<file path="src/rtl/crc32_pkg.sv">
// Shared types, constants and CRC helper functions for the CRC-32 stream engine.
package crc32_pkg;

    localparam int CRC_WIDTH = 32;
    localparam int BYTE_WIDTH = 8;
    localparam int CFG_INDEX_WIDTH = 3;

    localparam logic [CFG_INDEX_WIDTH-1:0] REG_POLYNOMIAL = 3'd0;
    localparam logic [CFG_INDEX_WIDTH-1:0] REG_INITIAL_VALUE = 3'd1;
    localparam logic [CFG_INDEX_WIDTH-1:0] REG_FINAL_XOR = 3'd2;
    localparam logic [CFG_INDEX_WIDTH-1:0] REG_OUTPUT_BIG_ENDIAN = 3'd3;

    localparam logic [CRC_WIDTH-1:0] POLYNOMIAL_RESET = 32'h04C1_1DB7;
    localparam logic [CRC_WIDTH-1:0] INITIAL_VALUE_RESET = 32'hFFFF_FFFF;
    localparam logic [CRC_WIDTH-1:0] FINAL_XOR_RESET = 32'hFFFF_FFFF;
    localparam logic [CRC_WIDTH-1:0] CRC_REGISTER_RESET = 32'hFFFF_FFFF;

    typedef struct packed {
        logic [CRC_WIDTH-1:0] poly_reflected;
        logic [CRC_WIDTH-1:0] initial_value;
        logic [CRC_WIDTH-1:0] final_xor;
        logic                 output_big_endian;
    } cfg_t;

    typedef struct packed {
        logic [BYTE_WIDTH-1:0] data_byte;
        logic                  start_of_message;
        logic                  end_of_message;
    } item_t;

    function automatic logic [CRC_WIDTH-1:0] bit_reverse(input logic [CRC_WIDTH-1:0] v);
        logic [CRC_WIDTH-1:0] r;
        for (int i = 0; i < CRC_WIDTH; i++) begin
            r[i] = v[CRC_WIDTH-1-i];
        end
        return r;
    endfunction

    function automatic logic [CRC_WIDTH-1:0] byte_swap(input logic [CRC_WIDTH-1:0] v);
        return {v[7:0], v[15:8], v[23:16], v[31:24]};
    endfunction

    // Folds one byte into the register with eight LSB-first shift and XOR steps.
    function automatic logic [CRC_WIDTH-1:0] crc_byte_update(
        input logic [CRC_WIDTH-1:0]  crc,
        input logic [BYTE_WIDTH-1:0] data,
        input logic [CRC_WIDTH-1:0]  poly
    );
        logic [CRC_WIDTH-1:0] c;
        c = crc ^ {{(CRC_WIDTH-BYTE_WIDTH){1'b0}}, data};
        for (int k = 0; k < BYTE_WIDTH; k++) begin
            c = c[0] ? ((c >> 1) ^ poly) : (c >> 1);
        end
        return c;
    endfunction

endpackage

</file>
<file path="src/rtl/crc32_cfg_regs.sv">
// Configuration register file of the CRC-32 stream engine.
module crc32_cfg_regs
    import crc32_pkg::*;
(
    input  logic                       aclk,
    input  logic                       aresetn,
    input  logic                       cfg_wr_en,
    input  logic [CFG_INDEX_WIDTH-1:0] cfg_index,
    input  logic [CRC_WIDTH-1:0]       cfg_wdata,
    output cfg_t                       cfg
);

    logic [CRC_WIDTH-1:0] polynomial_reg;
    logic [CRC_WIDTH-1:0] initial_value_reg;
    logic [CRC_WIDTH-1:0] final_xor_reg;
    logic                 big_endian_reg;

    always_ff @(posedge aclk) begin
        if (!aresetn) begin
            polynomial_reg    <= POLYNOMIAL_RESET;
            initial_value_reg <= INITIAL_VALUE_RESET;
            final_xor_reg     <= FINAL_XOR_RESET;
            big_endian_reg    <= 1'b0;
        end else if (cfg_wr_en) begin
            case (cfg_index)
                REG_POLYNOMIAL: begin
                    polynomial_reg <= cfg_wdata;
                end
                REG_INITIAL_VALUE: begin
                    initial_value_reg <= cfg_wdata;
                end
                REG_FINAL_XOR: begin
                    final_xor_reg <= cfg_wdata;
                end
                REG_OUTPUT_BIG_ENDIAN: begin
                    big_endian_reg <= cfg_wdata[0];
                end
                default: begin
                end
            endcase
        end
    end

    assign cfg.poly_reflected    = bit_reverse(polynomial_reg);
    assign cfg.initial_value     = initial_value_reg;
    assign cfg.final_xor         = final_xor_reg;
    assign cfg.output_big_endian = big_endian_reg;

endmodule

</file>
<file path="src/rtl/crc32_in_stage.sv">
// Input register stage that holds one accepted item for the CRC core.
module crc32_in_stage
    import crc32_pkg::*;
(
    input  logic  aclk,
    input  logic  aresetn,
    input  logic  in_valid,
    output logic  in_ready,
    input  item_t in_item,
    output logic  out_valid,
    input  logic  out_ready,
    output item_t out_item
);

    logic  valid_reg;
    item_t item_reg;

    assign in_ready  = !valid_reg || out_ready;
    assign out_valid = valid_reg;
    assign out_item  = item_reg;

    always_ff @(posedge aclk) begin
        if (!aresetn) begin
            valid_reg <= 1'b0;
        end else if (in_ready) begin
            valid_reg <= in_valid;
        end
    end

    always_ff @(posedge aclk) begin
        if (in_valid && in_ready) begin
            item_reg <= in_item;
        end
    end

endmodule

</file>
<file path="src/rtl/crc32_core.sv">
// Running CRC register, byte update logic and result register.
module crc32_core
    import crc32_pkg::*;
(
    input  logic                 aclk,
    input  logic                 aresetn,
    input  cfg_t                 cfg,
    input  logic                 item_valid,
    output logic                 item_ready,
    input  item_t                item,
    output logic                 m_valid,
    input  logic                 m_ready,
    output logic [CRC_WIDTH-1:0] m_crc_value
);

    logic [CRC_WIDTH-1:0] crc_reg;
    logic [CRC_WIDTH-1:0] crc_next;
    logic [CRC_WIDTH-1:0] crc_base;
    logic [CRC_WIDTH-1:0] result_raw;
    logic [CRC_WIDTH-1:0] result_next;
    logic [CRC_WIDTH-1:0] result_reg;
    logic                 result_valid_reg;
    logic                 advance;

    // An item that ends a message waits until the result register is free.
    assign item_ready = !item.end_of_message || !result_valid_reg || m_ready;
    assign advance    = item_valid && item_ready;

    assign crc_base    = item.start_of_message ? cfg.initial_value : crc_reg;
    assign crc_next    = crc_byte_update(crc_base, item.data_byte, cfg.poly_reflected);
    assign result_raw  = crc_next ^ cfg.final_xor;
    assign result_next = cfg.output_big_endian ? byte_swap(result_raw) : result_raw;

    always_ff @(posedge aclk) begin
        if (!aresetn) begin
            crc_reg <= CRC_REGISTER_RESET;
        end else if (advance) begin
            crc_reg <= crc_next;
        end
    end

    always_ff @(posedge aclk) begin
        if (!aresetn) begin
            result_valid_reg <= 1'b0;
        end else if (advance && item.end_of_message) begin
            result_valid_reg <= 1'b1;
        end else if (m_ready) begin
            result_valid_reg <= 1'b0;
        end
    end

    always_ff @(posedge aclk) begin
        if (advance && item.end_of_message) begin
            result_reg <= result_next;
        end
    end

    assign m_valid     = result_valid_reg;
    assign m_crc_value = result_reg;

endmodule

</file>
<file path="src/rtl/crc32_stream_engine.sv">
// Top level of the CRC-32 stream engine.
// The input channel (s_valid, s_ready) carries one message byte per item together with
// start and end of message flags. A start flag loads the initial value before the byte.
// The result channel (m_valid, m_ready) carries one CRC per message, after its last byte.
// Configuration registers are written through cfg_wr_en, cfg_index and cfg_wdata:
// polynomial, initial value, final XOR and output byte order. The user must write
// them only while no item is in flight; the block itself does not enforce this. The
// last byte of a message sits in the input register, where the byte update folds all
// eight bit steps into the running CRC combinationally; then the result register loads.
// Throughput is one item per cycle while no message end waits for the result register.
// Reset clears both stages, loads the running CRC register with all ones and restores
// the standard CRC-32 configuration.
// When the receiver stalls, bytes that do not end a message keep flowing; an item that
// ends a message waits in the input register until the result register is free, and
// s_ready falls once the input register is also occupied.
module crc32_stream_engine
    import crc32_pkg::*;
(
    input  logic                       aclk,
    input  logic                       aresetn,
    input  logic                       cfg_wr_en,
    input  logic [CFG_INDEX_WIDTH-1:0] cfg_index,
    input  logic [CRC_WIDTH-1:0]       cfg_wdata,
    input  logic                       s_valid,
    output logic                       s_ready,
    input  logic [BYTE_WIDTH-1:0]      s_data_byte,
    input  logic                       s_start_of_message,
    input  logic                       s_end_of_message,
    output logic                       m_valid,
    input  logic                       m_ready,
    output logic [CRC_WIDTH-1:0]       m_crc_value
);

    cfg_t  cfg;
    item_t s_item;
    item_t core_item;
    logic  core_valid;
    logic  core_ready;

    assign s_item.data_byte        = s_data_byte;
    assign s_item.start_of_message = s_start_of_message;
    assign s_item.end_of_message   = s_end_of_message;

    crc32_cfg_regs u_cfg_regs (
        .aclk      (aclk),
        .aresetn   (aresetn),
        .cfg_wr_en (cfg_wr_en),
        .cfg_index (cfg_index),
        .cfg_wdata (cfg_wdata),
        .cfg       (cfg)
    );

    crc32_in_stage u_in_stage (
        .aclk      (aclk),
        .aresetn   (aresetn),
        .in_valid  (s_valid),
        .in_ready  (s_ready),
        .in_item   (s_item),
        .out_valid (core_valid),
        .out_ready (core_ready),
        .out_item  (core_item)
    );

    crc32_core u_core (
        .aclk        (aclk),
        .aresetn     (aresetn),
        .cfg         (cfg),
        .item_valid  (core_valid),
        .item_ready  (core_ready),
        .item        (core_item),
        .m_valid     (m_valid),
        .m_ready     (m_ready),
        .m_crc_value (m_crc_value)
    );

endmodule

</file>
<file path="config.mk">
export PLATFORM = sky130hd
export DESIGN_NAME = crc32_stream_engine
export DESIGN_NICKNAME = d
export VERILOG_FILES = /design/src/rtl/crc32_pkg.sv /design/src/rtl/crc32_cfg_regs.sv /design/src/rtl/crc32_in_stage.sv /design/src/rtl/crc32_core.sv /design/src/rtl/crc32_stream_engine.sv
export SDC_FILE = /design/constraint.sdc
export NUM_CORES = 1
export LEC_CHECK = 0
export BUFFER_PORTS_ARGS = -buffer_cell sky130_fd_sc_hd__buf_2
export CELL_PAD_IN_SITES_DETAIL_PLACEMENT = 0
export CELL_PAD_IN_SITES_GLOBAL_PLACEMENT = 1
export CORE_MARGIN = 2
export CORE_UTILIZATION = 43
export CTS_BUF_LIST = sky130_fd_sc_hd__clkbuf_4
export CTS_CLUSTER_DIAMETER = 120
export CTS_CLUSTER_SIZE = 30
export DETAILED_ROUTE_END_ITERATION = 16
export PLACE_DENSITY = 0.83
export SLEW_MARGIN = 20
export SYNTH_ARGS = -nofsm -noshare
export SYNTH_HDL_FRONTEND = slang
export SYNTH_SLANG_ARGS = --single-unit
</file>
<file path="constraint.sdc">
create_clock -name aclk -period 4.5 [get_ports aclk]
set_input_delay 0.9 -clock aclk [delete_from_list [all_inputs] [get_ports aclk]]
set_output_delay 0.9 -clock aclk [all_outputs]
set_load 0.02 [all_outputs]
</file>
==> impl_metrics.yaml <==
flow_run:
  maxCapViolations: 0
finish:
  drive_gt1_share_pct: 27.26
  fin_area_um2: 16630
  fin_nets: 1886
  fillers: 2807
  syn_to_final_growth_pct: 23.71
critical_path:
  crit_slowest_cell: "edfxtp_1"
  cp_data_required_time_ps: 4870
  critPathTopFamily: "compound AO/OA/AOI/OAI gates"
  crit_chain: "buf_6, mux2i_4, xor2_2, buf_4, nor2_4, o31ai_4, o21a_1, buf_6, nor4_4, nor3_2, xor2_2, buf_4, nand3_2, a41o_1, buf_4, o21ai_4, buf_6, o211ai_1, o311a_1, xnor3_1, mux2_2"
  worst_setup_path_end_kind: "flop"
  worstPathArrival_ps: 5330
  cp_max_fo: 11
  worst_setup_path_start_kind: "flop"
  path_buf_inv: 6
  max_stage_delay_ps: 460
  critPathKind: "flop to flop"
logic_synthesis:
  synthArstFlopShare_pct: 0
  syn_avg_cell_area_um2: 7.987
  ys_types: 72
  ys_ff_latch: 173
  syn_inst: 1683
  synth_edf_count: 42
  syn_area_um2: 13440
  synth_top_area_cell: "dfxtp_1"
  ys.flop_type: "dfxtp_1"
  synth_most_common_cell: "nand2_1"
  syn_nets: 1733
  yosys-top-cells-count: "nand2_1, o21ai_0, clkbuf_1"
  synth.area.top_cells: "dfxtp_1, edfxtp_1, nand2_1"
  ys_seq_area_share_pct: 28.89
  synth.top_cell.area_share_pct: 19.51
  yosys_warnings: 0
clock_tree:
  cts-root-buf: "clkbuf_4"
  clk_latency_ps: 610
  clock_sinks: 173
  cts.htree.levels: 4
  path_clk_slew_ps: 160
  cts_tree: "built"
  cts_buffers: 17
  clk_path_buf_depth: 2
routing:
  drtIter0Drc: 1724
  routed_wl_mm: 51.61
  num_vias: 14047
  dr.pass1.iters: 8
  drc: 0
  vias_per_cell: 6.254
  antenna_left: 0
  wl_per_cell_um: 22.98
floorplan:
  start_util_pct: 43.83
  die_w_um: 180.8
  fp.coreArea_um2: 30670
  row_count: 64
  die_height_um: 180.8
  ioPinCount: 84
  die_area_um2: 32690
timing:
  rsz0062_at_grt: "yes"
  finalSetupViolations: 62
  skew_ps: 23.39
  max_freq_ghz: 0.2019
  setup_slack_ps: -453.3
  slew_headroom_pct: 35.34
  layout_min_cycle_time_ps: 4953
  final.setup.tns_ps: -15040
  final-hold-violation-count: 0
  drv_slew: 0
  worst_pin_slew_ps: 967.6
  timing.final.crit_share_pct: 110.1
power_and_ir_drop:
  p_leak_uw: 0.006738
  p_sw_share_pct: 40.62
  switching_power_uw: 3095
  internal_power_uw: 4525
  p_per_area_nw_per_um2: 458.2
  p_seq_share_pct: 25.1
  ir_worst_vdd_mv: 0.3766
  pwr-share-clk_pct: 12.4
  power.share.combinational_pct: 62.5
global_route:
  grt_pass1_wl_mm: 79.20
  grt_overflow: 0
  grt_max_degree: 85
  grt_pass1_vias: 13315
  grt.total_usage_pct: 31.10
  antenna_found_initial: 1
placement:
  hpwl_mm: 33.43
  place_congestion: 0.9239
  place_area_um2: 15150
  port_buffers: 83
status:
  status: "finished, violations left"
  violations: "negative setup slack"
min_path:
  worstHoldPathType: "input port to flop"
==> placed cells by master, fill, tap and decap left out, types with 5 or more instances in the layout <==
| cell type | netlist | routed |
|---|---|---|
| nand2_1 | 302 | 297 |
| buf_4 | 2 | 194 |
| o21ai_0 | 147 | 141 |
| dfxtp_1 | 131 | 130 |
| nor2_1 | 114 | 108 |
| a21oi_1 | 92 | 91 |
| buf_2 | 11 | 83 |
| a32oi_1 | 80 | 78 |
| xnor2_1 | 101 | 77 |
| o211ai_1 | 73 | 73 |
| nand3_1 | 72 | 67 |
| mux2i_1 | 66 | 59 |
| edfxtp_1 | 42 | 42 |
| inv_1 | 34 | 33 |
| xor2_1 | 34 | 32 |
| nor3_1 | 33 | 29 |
| xnor2_2 | 0 | 23 |
| mux2_2 | 24 | 22 |
| o2bb2ai_1 | 19 | 19 |
| clkbuf_4 | 0 | 19 |
| o311ai_2 | 18 | 17 |
| buf_6 | 6 | 16 |
| xor3_1 | 20 | 15 |
| buf_12 | 0 | 10 |
| mux2i_4 | 3 | 9 |
| o311ai_4 | 3 | 8 |
| o21ai_1 | 4 | 7 |
| xnor3_2 | 0 | 6 |
| nor3_2 | 2 | 5 |
| xnor3_1 | 11 | 5 |
| nand3_2 | 0 | 5 |
| xor3_2 | 0 | 5 |
==> power groups by stage <==
stage                     Combinational, uW  Sequential (uW)  Clock (uW)
after floorplan                        2530             1950           0
after global placement                 3920             1940           0
after detailed placement               4000             1940           0
after CTS                              4590             1910         957
after global routing                   5020             1930        1010
final                                  4760             1910         943
==> logic make-up after synthesis <==
kind of cell | count (synthesis) | synth area share, %
AO/OA/AOI/OAI | 487 | 25.62
XOR/XNOR | 167 | 14.38
buffers and inverters | 212 | 6.497
flip-flops | 173 | 28.89
multiplexers | 94 | 7.530
AND/OR/NAND/NOR | 550 | 17.08
==> metal layers <==
metal / GRT usage (%) / wire, um / vias up
li1: - / - / 6359
met1: 42.77 / 21320 / 6723
met2: 47.16 / 22570 / 816
met3: 6.753 / 5669 / 149
met4: 13.00 / 2057 / 0
met5: 0 / 0 / -
==> final timing paths <==
check | startpoint | endpoint | slack [ps] | depth (start not counted)
worst max register to register | u_in_stage.out_item[1] | u_core.m_crc_value[12] | -450 | 21
worst min-delay path | s_data_byte[7] | u_in_stage.out_item[9] | 450 | 1
worst max-delay path | u_in_stage.out_item[1] | u_core.m_crc_value[12] | -450 | 21
worst min register to register | u_cfg_regs.initial_value_reg[21] | u_cfg_regs.initial_value_reg[21] | 480 | 2
==> through the flow <==
step | std cells | power [uW] | hold slack (ps) | setup slack, ps | util, %
detailed placement | 2163 | 5939 | 457.3 | -645.9 | 49.41
CTS | 2234 | 7457 | 402.2 | -356.1 | 53.79
finish | 2246 | 7620 | 447.2 | -453.3 | 54.22
global placement | 2163 | 5861 | 451.4 | -535.3 | 49.41
global route | 2246 | 7951 | 406.5 | -607.5 | 54.22
floorplan | 1683 | 4486 | 440.5 | -98.09 | -
==> repair_timing <==
action                     CTS  global route
pin swaps                   39             3
setup endpoints to repair   64            64
setup buffers               40            11
hold buffers                 0             0
resized for setup          134            10
cloned                       3             0
==> layout make-up <==
type	instances	area (um^2)	area share [%]
Clock buffer	19	142.6	0.8578
Sequential cell	173	3885	23.36
Inverter	36	135.1	0.8126
Antenna cell	1	2.502	0.01505
Timing Repair Buffer	310	2395	14.40
Tap cell	396	495.5	2.980
Clock inverter	13	140.1	0.8427
Multi-Input combinational cell	1298	9433	56.73
Note: power is estimated with default switching activity, not from simulation.
